File: src/design/rwpe_pkg.sv
package rwpe_pkg;

	typedef enum logic [6:0] {
		PH_TAGS   = 7'b0000001,
		PH_HEADER = 7'b0000010,
		PH_FMT    = 7'b0000100,
		PH_SKIP   = 7'b0001000,
		PH_DATA   = 7'b0010000,
		PH_DONE   = 7'b0100000,
		PH_ERROR  = 7'b1000000
	} phase_t;

	localparam logic [2:0] ST_OK        = 3'd0;
	localparam logic [2:0] ST_SHORT     = 3'd1;
	localparam logic [2:0] ST_NO_RIFF   = 3'd2;
	localparam logic [2:0] ST_NO_WAVE   = 3'd3;
	localparam logic [2:0] ST_FMT_SMALL = 3'd4;
	localparam logic [2:0] ST_NOT_PCM   = 3'd5;
	localparam logic [2:0] ST_NO_DATA   = 3'd6;

	localparam logic [31:0] TAG_RIFF = 32'h4646_4952;
	localparam logic [31:0] TAG_WAVE = 32'h4556_4157;
	localparam logic [31:0] ID_FMT   = 32'h2074_6D66;
	localparam logic [31:0] ID_DATA  = 32'h6174_6164;

	localparam logic [31:0] FMT_MIN_SIZE = 32'd16;
	localparam logic [15:0] FORMAT_PCM   = 16'd1;

	localparam logic [15:0] CHANNELS_DEFAULT = 16'd1;
	localparam logic [31:0] RATE_DEFAULT     = 32'd24000;
	localparam logic [15:0] BITS_DEFAULT     = 16'd16;

	typedef struct packed {
		logic        pcm_valid;
		logic [7:0]  pcm_out;
		logic        report_valid;
		logic [2:0]  status;
		logic [15:0] channels;
		logic [31:0] sample_rate;
		logic [15:0] sample_bits;
		logic [31:0] data_size;
		logic [31:0] bytes_emitted;
	} result_t;

endpackage

File: src/design/rwpe_parser.sv
module rwpe_parser import rwpe_pkg::*; #(
	parameter int MIN_FILE_BYTES = 44
) (
	input  logic       clk,
	input  logic       arst_n,
	input  logic       accept,
	input  logic [7:0] file_byte,
	input  logic       is_final,
	output logic       has_result,
	output result_t    result
);

	localparam int OFS_W = $clog2(MIN_FILE_BYTES + 1);
	localparam logic [OFS_W-1:0] OFS_MAX = OFS_W'(MIN_FILE_BYTES);

	logic [OFS_W-1:0] offset_q, offset_n;
	phase_t           phase_q, phase_n;
	logic [63:0]      hdr_q, hdr_n, hdr_shift;
	logic [31:0]      remain_q, remain_n, remain_inc, remain_dec;
	logic [4:0]       fmt_pos_q, fmt_pos_n;
	logic [15:0]      fmt_word_q, fmt_word_n, fmt_word_full;
	logic [15:0]      chan_q, chan_n;
	logic [31:0]      rate_q, rate_n;
	logic [15:0]      bits_q, bits_n;
	logic [31:0]      dsize_q, dsize_n;
	logic [31:0]      emitted_q, emitted_n;
	logic [2:0]       err_q, err_n;
	logic             emit;
	logic [2:0]       status;

	assign hdr_shift     = {file_byte, hdr_q[63:8]};
	assign remain_inc    = remain_q + 32'd1;
	assign remain_dec    = remain_q - 32'd1;
	assign fmt_word_full = {file_byte, fmt_word_q[7:0]};

	always_comb begin
		offset_n   = (offset_q == OFS_MAX) ? offset_q : offset_q + OFS_W'(1);
		phase_n    = phase_q;
		hdr_n      = hdr_q;
		remain_n   = remain_q;
		fmt_pos_n  = fmt_pos_q;
		fmt_word_n = fmt_word_q;
		chan_n     = chan_q;
		rate_n     = rate_q;
		bits_n     = bits_q;
		dsize_n    = dsize_q;
		emitted_n  = emitted_q;
		err_n      = err_q;
		emit       = 1'b0;
		case (phase_q)
			PH_TAGS: begin
				hdr_n = hdr_shift;
				if (offset_q == OFS_W'(3) && hdr_shift[63:32] != TAG_RIFF) begin
					phase_n = PH_ERROR;
					err_n   = ST_NO_RIFF;
				end else if (offset_q == OFS_W'(11)) begin
					if (hdr_shift[63:32] != TAG_WAVE) begin
						phase_n = PH_ERROR;
						err_n   = ST_NO_WAVE;
					end else begin
						phase_n  = PH_HEADER;
						remain_n = '0;
					end
				end
			end
			PH_HEADER: begin
				hdr_n    = hdr_shift;
				remain_n = remain_inc;
				if (remain_inc >= 32'd8) begin
					remain_n = hdr_shift[63:32];
					if (hdr_shift[31:0] == ID_FMT) begin
						if (hdr_shift[63:32] < FMT_MIN_SIZE) begin
							phase_n = PH_ERROR;
							err_n   = ST_FMT_SMALL;
						end else begin
							phase_n    = PH_FMT;
							fmt_pos_n  = '0;
							fmt_word_n = '0;
						end
					end else if (hdr_shift[31:0] == ID_DATA) begin
						dsize_n = hdr_shift[63:32];
						phase_n = (hdr_shift[63:32] != '0) ? PH_DATA : PH_DONE;
					end else if (hdr_shift[63:32] != '0) begin
						phase_n = PH_SKIP;
					end else begin
						remain_n = '0;
					end
				end
			end
			PH_FMT: begin
				if (fmt_pos_q == 5'd0) begin
					fmt_word_n[7:0] = file_byte;
				end else if (fmt_pos_q == 5'd1) begin
					fmt_word_n[15:8] = file_byte;
				end else if (fmt_pos_q < 5'd4) begin
					chan_n[{fmt_pos_q[0], 3'b000} +: 8] = file_byte;
				end else if (fmt_pos_q < 5'd8) begin
					rate_n[{fmt_pos_q[1:0], 3'b000} +: 8] = file_byte;
				end else if (fmt_pos_q == 5'd14 || fmt_pos_q == 5'd15) begin
					bits_n[{fmt_pos_q[0], 3'b000} +: 8] = file_byte;
				end
				if (fmt_pos_q == 5'd1 && fmt_word_full != FORMAT_PCM) begin
					phase_n = PH_ERROR;
					err_n   = ST_NOT_PCM;
				end else begin
					if (fmt_pos_q < 5'd16)
						fmt_pos_n = fmt_pos_q + 5'd1;
					remain_n = remain_dec;
					if (remain_dec == '0)
						phase_n = PH_HEADER;
				end
			end
			PH_SKIP: begin
				remain_n = remain_dec;
				if (remain_dec == '0)
					phase_n = PH_HEADER;
			end
			PH_DATA: begin
				emit      = 1'b1;
				emitted_n = emitted_q + 32'd1;
				remain_n  = remain_dec;
				if (remain_dec == '0)
					phase_n = PH_DONE;
			end
			default: begin
			end
		endcase
	end

	always_comb begin
		if (offset_n < OFS_MAX)
			status = ST_SHORT;
		else if (phase_n == PH_ERROR)
			status = err_n;
		else if (phase_n == PH_DATA || phase_n == PH_DONE)
			status = ST_OK;
		else
			status = ST_NO_DATA;
	end

	always_comb begin
		result = '0;
		if (emit) begin
			result.pcm_valid = 1'b1;
			result.pcm_out   = file_byte;
		end
		if (is_final) begin
			result.report_valid  = 1'b1;
			result.status        = status;
			result.channels      = chan_n;
			result.sample_rate   = rate_n;
			result.sample_bits   = bits_n;
			result.data_size     = dsize_n;
			result.bytes_emitted = emitted_n;
		end
	end

	assign has_result = emit | is_final;

	always_ff @(posedge clk or negedge arst_n) begin
		if (!arst_n) begin
			offset_q   <= '0;
			phase_q    <= PH_TAGS;
			hdr_q      <= '0;
			remain_q   <= '0;
			fmt_pos_q  <= '0;
			fmt_word_q <= '0;
			chan_q     <= CHANNELS_DEFAULT;
			rate_q     <= RATE_DEFAULT;
			bits_q     <= BITS_DEFAULT;
			dsize_q    <= '0;
			emitted_q  <= '0;
			err_q      <= ST_OK;
		end else if (accept) begin
			if (is_final) begin
				offset_q   <= '0;
				phase_q    <= PH_TAGS;
				hdr_q      <= '0;
				remain_q   <= '0;
				fmt_pos_q  <= '0;
				fmt_word_q <= '0;
				chan_q     <= CHANNELS_DEFAULT;
				rate_q     <= RATE_DEFAULT;
				bits_q     <= BITS_DEFAULT;
				dsize_q    <= '0;
				emitted_q  <= '0;
				err_q      <= ST_OK;
			end else begin
				offset_q   <= offset_n;
				phase_q    <= phase_n;
				hdr_q      <= hdr_n;
				remain_q   <= remain_n;
				fmt_pos_q  <= fmt_pos_n;
				fmt_word_q <= fmt_word_n;
				chan_q     <= chan_n;
				rate_q     <= rate_n;
				bits_q     <= bits_n;
				dsize_q    <= dsize_n;
				emitted_q  <= emitted_n;
				err_q      <= err_n;
			end
		end
	end

endmodule

File: src/design/rwpe_out_buf.sv
module rwpe_out_buf import rwpe_pkg::*; (
	input  logic    clk,
	input  logic    arst_n,
	input  logic    push,
	input  result_t push_data,
	output logic    full,
	output logic    out_valid,
	input  logic    out_stall,
	output result_t out_data
);

	logic    main_vld_q, skid_vld_q;
	result_t main_q, skid_q;
	logic    pop;

	assign pop       = main_vld_q & ~out_stall;
	assign full      = skid_vld_q;
	assign out_valid = main_vld_q;
	assign out_data  = main_q;

	always_ff @(posedge clk or negedge arst_n) begin
		if (!arst_n) begin
			main_vld_q <= 1'b0;
			skid_vld_q <= 1'b0;
		end else if (skid_vld_q) begin
			if (pop)
				skid_vld_q <= 1'b0;
		end else if (push) begin
			if (main_vld_q && !pop)
				skid_vld_q <= 1'b1;
			else
				main_vld_q <= 1'b1;
		end else if (pop) begin
			main_vld_q <= 1'b0;
		end
	end

	always_ff @(posedge clk) begin
		if (skid_vld_q) begin
			if (pop)
				main_q <= skid_q;
		end else if (push) begin
			if (main_vld_q && !pop)
				skid_q <= push_data;
			else
				main_q <= push_data;
		end
	end

endmodule

File: src/design/riff_wave_pcm_extractor.sv
// channel | direction | handshake            | payload
// input   | in        | in_valid / in_stall   | file_byte, is_final
// result  | out       | out_valid / out_stall | pcm_valid, pcm_out, report_valid, status,
//         |           |                       | channels, sample_rate, sample_bits,
//         |           |                       | data_size, bytes_emitted
// One byte per cycle while in_stall is low; only data and final bytes make a result.
// Parser state updates in the accept cycle; the output register plus a one-entry
// skid slot carry the result.
// Reset returns the parser to the RIFF tag phase and empties both output slots.
// in_stall rises only when the skid slot is taken, i.e. one result was held back by
// out_stall while another was being produced.
module riff_wave_pcm_extractor import rwpe_pkg::*; #(
	parameter int MIN_FILE_BYTES = 44
) (
	input  logic        clk,
	input  logic        arst_n,
	input  logic        in_valid,
	output logic        in_stall,
	input  logic [7:0]  file_byte,
	input  logic        is_final,
	output logic        out_valid,
	input  logic        out_stall,
	output logic        pcm_valid,
	output logic [7:0]  pcm_out,
	output logic        report_valid,
	output logic [2:0]  status,
	output logic [15:0] channels,
	output logic [31:0] sample_rate,
	output logic [15:0] sample_bits,
	output logic [31:0] data_size,
	output logic [31:0] bytes_emitted
);

	logic    accept;
	logic    has_result;
	result_t result;
	result_t out_data;

	assign accept = in_valid & ~in_stall;

	rwpe_parser #(
		.MIN_FILE_BYTES(MIN_FILE_BYTES)
	) u_parser (
		.clk       (clk),
		.arst_n    (arst_n),
		.accept    (accept),
		.file_byte (file_byte),
		.is_final  (is_final),
		.has_result(has_result),
		.result    (result)
	);

	rwpe_out_buf u_out_buf (
		.clk      (clk),
		.arst_n   (arst_n),
		.push     (accept & has_result),
		.push_data(result),
		.full     (in_stall),
		.out_valid(out_valid),
		.out_stall(out_stall),
		.out_data (out_data)
	);

	assign pcm_valid     = out_data.pcm_valid;
	assign pcm_out       = out_data.pcm_out;
	assign report_valid  = out_data.report_valid;
	assign status        = out_data.status;
	assign channels      = out_data.channels;
	assign sample_rate   = out_data.sample_rate;
	assign sample_bits   = out_data.sample_bits;
	assign data_size     = out_data.data_size;
	assign bytes_emitted = out_data.bytes_emitted;

endmodule

File: config.mk
export PLATFORM = sky130hd
export DESIGN_NAME = riff_wave_pcm_extractor
export DESIGN_NICKNAME = d
export VERILOG_FILES = /design/src/design/rwpe_pkg.sv /design/src/design/rwpe_parser.sv /design/src/design/rwpe_out_buf.sv /design/src/design/riff_wave_pcm_extractor.sv
export SDC_FILE = /design/constraint.sdc
export NUM_CORES = 1
export LEC_CHECK = 0
export CELL_PAD_IN_SITES_DETAIL_PLACEMENT = 0
export CELL_PAD_IN_SITES_GLOBAL_PLACEMENT = 1
export CORE_ASPECT_RATIO = 0.75
export CORE_UTILIZATION = 52
export DETAILED_ROUTE_END_ITERATION = 8
export DONT_BUFFER_PORTS = 1
export PLACE_DENSITY_LB_ADDON = 0.08
export SYNTH_ARGS = -nofsm -noshare
export SYNTH_HDL_FRONTEND = slang
export SYNTH_HIERARCHICAL = 1
export SYNTH_SLANG_ARGS = --single-unit
File: constraint.sdc
create_clock -name clk -period 14.79 [get_ports clk]
set_input_delay 0.7395 -clock clk [delete_from_list [all_inputs] [get_ports clk]]
set_output_delay 0.7395 -clock clk [all_outputs]
set_load 0.02 [all_outputs]
**Word level (Yosys, flattened, before mapping)**

Cells that the tools add are included.

- Multiplexer cells: 95
- Bitwise gates (word level): 6
- Magnitude comparators: 6
- Reduce and logical (&&, ||, !) cells: 23
- Multipliers: 0
- Add/sub/neg operators: 7
- Shifts and indexed selects: 4
- Eq/ne operators: 31
- Divide/modulo/power cells: 0

Operators with widths:

| kind | count |
|---|---|
| $mux W32 | 22 |
| $mux W141 | 4 |
| $mux W16 | 12 |
| $mux W132 | 1 |
| $mux W64 | 2 |
| $pmux W32 S4 | 1 |
| $mux W7 | 12 |
| $add A32 B1 Y32 const B | 2 |
| $ne A32 B31 Y1 const B | 2 |
| $mux W8 | 5 |
| $pmux W7 S5 | 1 |
| $mux W3 | 11 |
| $bwmux W16 | 2 |
| $bwmux W32 | 1 |
| $eq A32 B30 Y1 const B | 1 |
| $eq A32 B31 Y1 const B | 1 |
| $ge A32 B4 Y1 const B | 1 |
| $logic_not A32 Y1 | 1 |
| $lt A32 B5 Y1 const B | 1 |
| $reduce_bool A32 Y1 | 1 |
| $shift A8 B7 Y32 const A | 1 |
| $shiftx A8 B7 Y32 | 1 |
| $sub A32 B1 Y32 const B | 1 |
| $mux W5 | 6 |
| other kinds (48) | 79 |

- Logic and storage cells: 204
- Input bits: 13
- Memory bits (read-only): 0
- Register bits: 537
- Output and inout port bits: 143
- Latch bits: 0
- Memories: 0
- RAM bits: 0

**Logic depth before layout (Yosys ltp)**

Gate-level depths: netlist (run 1).

- Depth after elaboration: 15
- Mapped depth: 16
- Mapped depth without buffers: 14

**Modules after synthesis**

The synthesis (run 1) kept the hierarchy.

Modules (own cells, without submodules):

| module | cells an instance | instances | area an instance (sq um) | seq. area each (sq um) |
|---|---|---|---|---|
| rwpe_parser | 1876 | 1 | 15564.9 | 6143.4 |
| rwpe_out_buf | 451 | 1 | 10453.8 | 8518.2 |
| riff_wave_pcm_extractor | 2 | 1 | 15.0 | 0.0 |

**Worst setup path after synthesis (run 1)**

Ideal clock, no wire load.

- Path type: input port to flip-flop
- Start point: input is_final
- End point: register u_out_buf.main_q (netlist bit u_out_buf/out_data[0]) (enable)
- Arrival time: 11.722 ns
- Required time: 13.933 ns
- Path buffers: 2
- Setup slack: 2.210 ns
- Stages on the path: 7
- Library setup time: 0.857 ns
- Path through: inv_1 clkbuf_1 buf_1 nand2_1 and3b_1 nand2b_1 a21boi_0

- Word-level cells in the longest chain between the ends: 4

Ends and longest elaborated chain:

| element | line | text |
|---|---|---|
| from (decl) | riff_wave_pcm_extractor.sv:20 | `input logic is_final,` |
| $or A1 B1 Y1 | rwpe_parser.sv:158 | `assign has_result = emit \| is_final;` |
| named net has_result | riff_wave_pcm_extractor.sv:35 | `logic has_result;` |
| $and A1 B1 Y1 | riff_wave_pcm_extractor.sv:56 | `.push (accept & has_result),` |
| $reduce_bool A2 Y1 (no line) | - |  |
| $reduce_and A3 Y1 (no line) | - |  |
| to (signal assigned) | rwpe_out_buf.sv:41 | `main_q <= skid_q;` |
| to (signal assigned) | rwpe_out_buf.sv:46 | `main_q <= push_data;` |
| to (decl) | rwpe_out_buf.sv:13 | `result_t main_q, skid_q;` |

The timed path passes the listed nets, and every way through them passes these cells.
A chain may end at the register's enable or synchronous reset.

**Final worst setup path (run 1)**

- Start point: register u_parser.remain_q[0]
- End point: register u_parser.dsize_q[9]

- Word-level cells in the longest chain between the ends: 5

Ends and longest elaborated chain:

| element | line | text |
|---|---|---|
| from (decl) | rwpe_parser.sv:19 | `logic [31:0] remain_q, remain_n, remain_inc, remain_dec;` |
| from (signal assigned) | rwpe_parser.sv:192 | `remain_q <= remain_n;` |
| $add A32 B1 Y32 | rwpe_parser.sv:32 | `assign remain_inc = remain_q + 32'd1;` |
| $ge A32 B4 Y1 | rwpe_parser.sv:69 | `if (remain_inc >= 32'd8) begin` |
| $mux W32 | rwpe_parser.sv:69 |  |
| $mux W32 | rwpe_parser.sv:50 | `case (phase_q)` |
| $mux W32 | rwpe_parser.sv:175 | `if (is_final) begin` |
| to (signal assigned) | rwpe_parser.sv:198 | `dsize_q <= dsize_n;` |
| to (decl) | rwpe_parser.sv:25 | `logic [31:0] dsize_q, dsize_n;` |

No other way between the ends.

==> qor.txt, run 1 <==
status: finished, final reports clean
Req. time, crit path: 15.26 ns
Final WS setup: 9.86 ns
kind of end point of the critical path: flip-flop
Die Wd: 260 um
Residual DRC: 0
pwr dens: 182 nW/um2
fraction of registers with async set/reset: 46.7%
clock share of power: 27.5%
die height: 196 um
first-pass GRT wire length: 105 mm
number of flops mapped to enable cells by yosys: 282
TritonCTS buffer count: 52
Port Buffer Count: 0
via count: 18300
family with the most delay on the worst path: simple AND/OR/NAND/NOR gates
logic gate share of total power: 26.5%
Row Count: 70
Worst VDD drop: 0.106 mV
Max Cap Viol: 0
Worst Max-Slew Pin Slew: 1.17 ns
largest cells by area after synthesis: edfxtp_1 33%, dfrtp_1 23%, mux2_2 4.2%
slowest CP cell: nor3_2
Setup WS pre-CTS: 9.93 ns
Resize count post-CTS: 0
Non-Filler Instances: 2926
Starting Density: 53.1%
WL final: 67.0 mm
adder and majority gate portion of the synthesized area: 0.625%
XOR/XNOR Fraction of Synth Area: 1.82%
syn nets: 2355
antenna violations before repair: 0
final setup vio count: 0
Worst Hold Class: in -> async
Antenna Nets Post-Route: 0
P_int: 3.34 mW
top cell type by total area after synthesis: edfxtp_1
GRT Resource Usage Total: 26.3%
sequential-to-total area share from yosys stat: 56.3%
worst setup path class: reg -> reg
GP Congestion: 0.918
CP cell instances: ha_1, nand2_1, nor3_2, nand3_1, xnor2_1, or4_1, nand4bb_4, nor2_4, or2_2, buf_4, nor2_2, buf_4, a22oi_1, o2bb2ai_1
Reg clk slew, reported paths: 0.07 ns
share of cells above drive strength 1: 13.3%
clock insertion delay at the later pin of the skew report: 0.59 ns
Ports: 156
CTS tree: done
Net Sw Frac: 34.9%
Placed Instances: 2825
CP Buf/Inv Count: 2
CTS HTree Levels: 2
grt total ovfl: 0
Yosys cell types: 85
count leader, synth: edfxtp_1
setup TNS: 0 ns
routed wire length per instance: 22.9 um
leakage: 10.5 nW
Clock Sinks: 529
Core Region: 49000 um2
clock buffer depth: 3
Hold Vio Cnt, Final: 0
Crit path largest cell delay: 0.57 ns
TritonRoute pass-1 iters: 5
YS warnings: 6
post-synthesis mux area share: 7.41%
Starting DRT DRC Count: 1695
Vias/cell: 6.26
crit path max fanout: 37
Die Area: 51000 um2
final core occ: 57.5%
Syn Std Cell Area: 26000 um2
area grow syn2layout: 8.36%
Setup crit start kind: flip-flop
largest net degree at the start of global routing: 238
most used flip-flop cell after synthesis: edfxtp_1
slew margin rel.: 21.7%
RSZ-0062 raised after global routing: false
Simple-Gate Fraction of Synth Area: 13.7%
Most Frequent Cell on Critical Path: buf_4
final net count: 2260
Setup Skew: 0.0178 ns
NetSw: 1.79 mW
root buffer cell: clkbuf_16
main combinational cell family by area after synthesis: compound AO/OA/AOI/OAI gates
Cells after Synth: 2329
Power Total: 5.13 mW
fin crit period: 4.93 ns
post-synth top area share: 32.5%
fmax: 203 MHz
Slew Limit Fails: 0
DP HPWL: 40.6 mm
post-synthesis compound-gate area fraction: 16.3%
period utilization: 33.3%
register bit total from synthesis: 529
ANT cells: 0
top cells by count, synth: 282 x edfxtp_1, 251 x nand2_1, 237 x dfrtp_1
Worst EP arrival: 5.40 ns
Flop pwr share: 46.1%
syn_area_per_cell: 11.2 um2
vias in the first global route: 17700
## sequential cells by signal (all words and copies together), names as in the netlist, 16 cells and up
register and count:
u_parser/chan_q 16, u_out_buf/skid_q 141, u_parser/rate_q 32, u_parser/dsize_q 32, u_parser/hdr_q 56, u_parser/emitted_q 32
u_parser/remain_q 32, u_out_buf/out_data 141, u_parser/bits_q 16
## layer usage
layer / vias to the layer above / wire (um) / track usage (%)
li1: 8505 / - / -
met1: 9166 / 32200 / 40.1
met2: 555 / 28700 / 37.8
met3: 94 / 4650 / 5.70
met4: 0 / 1400 / 6.65
met5: - / 0 / 0
## power groups by stage
stage	sequential [mW]	combinational, mW	clock [mW]
finish	2.36	1.36	1.41
global route	2.40	1.49	1.50
CTS	2.36	1.35	1.45
detailed placement	2.38	1.33	0
global placement	2.38	1.31	0
floorplan	2.31	1.10	0
## what timing repair did
| action | 4_1_cts | 5_1_grt |
|---|---|---|
| hold buffers | 2 | 0 |
| buffers inserted | 0 | 0 |
| endpoints found under the hold margin | 237 | 0 |
## placed cells by master (no fill, tap or decap), drive strengths merged, types with 7 or more instances in the layout
cell type	instances
o22a	8
nor4	37
and2	14
nand4b	9
o21a	11
o21ai	86
a21boi	17
edfxtp	282
nand3	60
mux2	144
o22ai	33
dfstp	10
nand2b	13
or3	13
ha	13
bufinv	8
nor3	60
and3	12
a22o	55
or2	7
a22oi	101
mux2i	13
xnor2	47
nor2	172
nand2	251
clkinv	14
dfrtp	237
o31ai	7
buf	27
o2bb2ai	94
inv	66
nand4	37
clkbuf	71
xor2	7
a21oi	150
## through the flow
step	instance area [um2]	hold slack, ns
CTS	28200	0.201
floorplan	26000	0.444
global route	28200	0.0642
finish	28200	0.0477
global placement	26300	0.450
detailed placement	26300	0.450
## final timing paths
path	endpoint	startpoint	slack, ns	cells past startpoint
worst max register to register	u_parser/dsize_q[9]$_DFFE_PN0P_	u_parser/remain_q[0]$_DFFE_PN0P_	9.86	14
max in group asynchronous	u_parser/phase_q[2]$_DFFE_PN0P_	arst_n	13.47	2
worst max-delay path	u_parser/dsize_q[9]$_DFFE_PN0P_	u_parser/remain_q[0]$_DFFE_PN0P_	9.86	14
min in group clk	u_parser/chan_q[9]$_DFFE_PN0P_	is_final	0.25	1
worst min register to register	u_parser/chan_q[2]$_DFFE_PN0P_	u_parser/chan_q[2]$_DFFE_PN0P_	0.49	1
worst min-delay path	u_parser/emitted_q[25]$_DFFE_PN0P_	arst_n	0.05	1
## cell type report
type | instances | area (um2)
sequential | 529 | 14700
timing repair buffer | 28 | 253
clock inverter | 27 | 372
inverter | 63 | 241
tap | 648 | 811
fill | 4143 | 20800
clock buffer | 71 | 1450
multi-input combinational | 1560 | 10400
## cells by family (layout without fill, tap and decap cells)
logic type,Yosys count,after routing
compound gates,615,615
mux,157,157
flops,529,529
fa+ha+maj,13,13
xor+xnor,54,54
simple gates,721,721
buf+inv,240,189
Power figures use the tool's default switching activity.
==> run 2: changes to the inputs <==
--- a/config.mk
+++ b/config.mk
@@ -5,10 +5,11 @@
 export SDC_FILE = /design/constraint.sdc
 export NUM_CORES = 1
 export LEC_CHECK = 0
+export ABC_AREA = 1
 export CELL_PAD_IN_SITES_DETAIL_PLACEMENT = 0
 export CELL_PAD_IN_SITES_GLOBAL_PLACEMENT = 1
 export CORE_ASPECT_RATIO = 0.75
-export CORE_UTILIZATION = 52
+export CORE_UTILIZATION = 49
 export DETAILED_ROUTE_END_ITERATION = 8
 export DONT_BUFFER_PORTS = 1
 export PLACE_DENSITY_LB_ADDON = 0.08
==> constraint.sdc (replaced) <==
create_clock -name clk -period 4.7 [get_ports clk]
set_input_delay 0.235 -clock clk [delete_from_list [all_inputs] [get_ports clk]]
set_output_delay 0.235 -clock clk [all_outputs]
set_load 0.02 [all_outputs]
==> run 2 against run 1 <==
Against the previous run: the run now ends with hold timing left; clock skew is 0.013 ns higher; wire length is 16% higher; first-iteration DRC count is 15% higher; area after synthesis is 0.36% lower; sequential power grew to 2.9 times the previous value; sequential cell count stayed put; non-clock buffer count is 19 higher; combinational power is 95% higher; critical path depth is 3 higher; global-route usage is 3.1 points higher; total power grew to 2.7 times the previous value; critical path type unchanged; critical endpoint is now u_out_buf/out_data[33]$_DFFE_PP_.
==> qor.txt, run 2 <==
Hold Vio Cnt, Final: 247 (+247)
number of flops mapped to enable cells by yosys: 282 (unchanged)
Worst EP arrival: 4.21 ns (-1.19 ns)
Power Total: 13.9 mW (+170%)
grt total ovfl: 0 (unchanged)
slowest CP cell: dfrtp_1
FILL cells: 4789 (+16%)
antenna violations before repair: 4 (+4)
Most Frequent Cell on Critical Path: nand2_1
fraction of registers with async set/reset: 46.7% (unchanged)
Fin Hold WS: -0.671 ns (-0.719 ns)
placed cell areas: 26600 um2 (+1.0%)
Starting Density: 50.0% (-3.1 points)
Antenna Nets Post-Route: 0 (unchanged)
largest net degree at the start of global routing: 248 (+4.2%)
Reg clk slew, reported paths: 0.06 ns (about the same)
via count: 21100 (+15%)
YS warnings: 6 (unchanged)
commonest non-fill, non-tap cell in the layout: nand2_1
pwr dens: 487 nW/um2 (+170%)
root buffer cell: clkbuf_16
setup TNS: 0 ns (unchanged)
Clock Sinks: 529 (unchanged)
sequential-to-total area share from yosys stat: 56.5% (+0.20 points)
ANT cells: 0 (unchanged)
DP HPWL: 51.2 mm (+26%)
Setup crit start kind: flip-flop
die height: 201 um (+2.8%)
Max Cap Viol: 0 (unchanged)
Crit path largest cell delay: 0.57 ns (about the same)
fmax: 260 MHz (+28%)
post-synth top area share: 32.6% (+0.12 points)
CTS HTree Levels: 2 (unchanged)
largest cells by area after synthesis: edfxtp_1 33%, dfrtp_1 23%, nand2_1 13%
Worst Max-Slew Pin Slew: 1.20 ns (+0.0303 ns)
Worst VDD drop: 0.386 mV (+260%)
Req. time, crit path: 5.07 ns (-10.19 ns)
Slew Limit Fails: 0 (unchanged)
final net count: 3051 (+35%)
Yosys cell types: 49 (-42%)
kind of end point of the critical path: flip-flop
Worst Hold Class: in -> async
Residual DRC: 0 (unchanged)
status: complete, but fails checks
TritonCTS buffer count: 53 (+1.9%)
crit path max fanout: 64 (+73%)
fin crit period: 3.84 ns (-1.09 ns)
syn_area_per_cell: 8.48 um2 (-24%)
clock buffer depth: 3 (unchanged)
area grow syn2layout: 10.0%
RSZ-0062 raised after global routing: false
TritonRoute pass-1 iters: 5 (unchanged)
Placed Instances: 3661 (+30%)
WL final: 77.4 mm (+16%)
Cells after Synth: 3058 (+31%)
syn nets: 3084 (+31%)
Non-Filler Instances: 3772 (+29%)
Core Region: 51900 um2 (+5.8%)
Vias/cell: 5.59 (-11%)
Die Area: 53900 um2 (+5.7%)
top cell type by total area after synthesis: edfxtp_1
first-pass GRT wire length: 121 mm (+15%)
failing checks: hold timing
GP Congestion: 0.962 (+4.8%)
period utilization: 81.7% (+48 points)
Row Count: 72 (+2.9%)
Syn Std Cell Area: 25900 um2 (-0.36%)
top cells by count, synth: 930 x nand2_1, 356 x inv_1, 347 x nor2_1
Port Buffer Count: 0 (unchanged)
worst setup path class: reg -> reg
CP cell instances: inv_2, nor2_2, nand2_2, nor2_4, xor2_1, nand2_1, nor2_1, nand2_1, nor2_1, nand2_1, nand3_2, buf_4, nand2_1, o21ai_0, nor2_1, nand2_1, nand2_1
vias in the first global route: 20300 (+15%)
leakage: 12.4 nW (+18%)
Resize count post-CTS: 0 (unchanged)
Post-CTS Setup Inserts: 0 (unchanged)
count leader, synth: nand2_1
register bit total from synthesis: 529 (unchanged)
Setup Skew: 0.0310 ns (+0.0132 ns)
Die Wd: 268 um (+2.8%)
share of cells above drive strength 1: 5.64% (-7.6 points)
Starting DRT DRC Count: 1950 (+15%)
commonest non-fill, non-tap cells in the layout: 930 x nand2_1, 353 x inv_1, 346 x nor2_1
GRT Resource Usage Total: 29.3% (+3.1 points)
fin area: 28500 um2 (+1.2%)
Ports: 156 (unchanged)
CTS tree: done
routed wire length per instance: 20.5 um (-10%)
hold_buf cts: 12 (+10)
final setup vio count: 0 (unchanged)
clock insertion delay at the later pin of the skew report: 0.62 ns (+0.03 ns)
slew margin rel.: 19.5% (-2.2 points)
most used flip-flop cell after synthesis: edfxtp_1
-- run 2: changes by cell type after synthesis, sizes merged, moves of 31 or more --
cell | previous run | this run
nand2 | 251 | 935
inv | 62 | 361
nor2 | 172 | 363
mux2 | 144 | 0
o22ai | 33 | 175
a21oi | 150 | 20
o21ai | 86 | 206
a22oi | 101 | 4
o2bb2ai | 94 | 0
nand3 | 60 | 134
a22o | 55 | 0
xnor2 | 47 | 1
clkbuf | 129 | 85
xor2 | 7 | 38
-- run 2: metrics by stage --
stage          util (%)  worst slack, ns
6_report           55.0            0.861
5_1_grt            55.0            0.476
4_1_cts            55.0            0.955
3_5_place_dp       51.3            0.974
3_3_place_gp       51.3             1.01
2_1_floorplan         -           0.0511
-- run 2: worst paths after layout --
check                                                   startpoint                                  to  slack [ns]  depth (start not counted)
worst max-delay path              u_parser/remain_q[3]$_DFFE_PN0P_    u_out_buf/out_data[33]$_DFFE_PP_        0.86                         17
worst min-delay path                                        arst_n     u_parser/rate_q[23]$_DFFE_PN0P_       -0.67                          0
worst max register to register    u_parser/remain_q[3]$_DFFE_PN0P_    u_out_buf/out_data[33]$_DFFE_PP_        0.86                         17
worst min register to register  u_parser/fmt_word_q[0]$_DFFE_PN0P_  u_parser/fmt_word_q[0]$_DFFE_PN0P_        0.48                          2
max in group asynchronous                                   arst_n      u_parser/bits_q[0]$_DFFE_PN0P_        4.64                          0
min in group clk                                      file_byte[1]  u_parser/fmt_word_q[1]$_DFFE_PN0P_        0.05                          3
-- run 2: critical path, delay by kind of cell (launching register included) --
kind | cells | cell delay [ns]
flip-flops | 1 | 0.57
buffers and inverters | 2 | 0.64
AO/OA/AOI/OAI | 1 | 0.14
AND/OR/NAND/NOR | 13 | 1.89
XOR/XNOR | 1 | 0.27
-- run 2: layer usage --
layer	vias to the layer above	global-route usage [%]	share of wire, %
met2	768	40.4	40
met4	8	7.35	2.1
met1	10200	43.9	47
met5	-	0	0.081
li1	10000	-	-
met3	111	9.91	10
-- run 2: final cells by class --
cell class                      count  area (um2)  area share [%]
Sequential cell                   529       14700            51.4
Timing Repair Buffer               47         458            1.60
Clock buffer                       71        1490            5.21
Multi-Input combinational cell   2028        9330            32.7
Clock inverter                     28         327            1.14
Tap cell                          703         880            3.08
Inverter                          366        1390            4.86
-- run 2: kinds of logic (layout without fill, tap and decap cells) --
family                     count (synthesis)  in the layout  share of synthesized area [%]
and+or+nand+nor                         1548           1548                           24.6
xor gates and xnor gates                  39             39                           1.32
buffers and inverters                    501            512                           7.55
adders and majority gates                 13             13                          0.627
DFF                                      529            529                           56.5
AOI/OAI and AO/OA                        428            428                           9.42
-- run 2: report_power, final --
part	switching, mW	leakage (nW)	total, mW	internal, mW
registers	0.982	6.07	6.84	5.86
clock network	1.84	0.880	4.40	2.56
logic	2.06	5.46	2.65	0.594
total	4.88	12.4	13.9	9.01
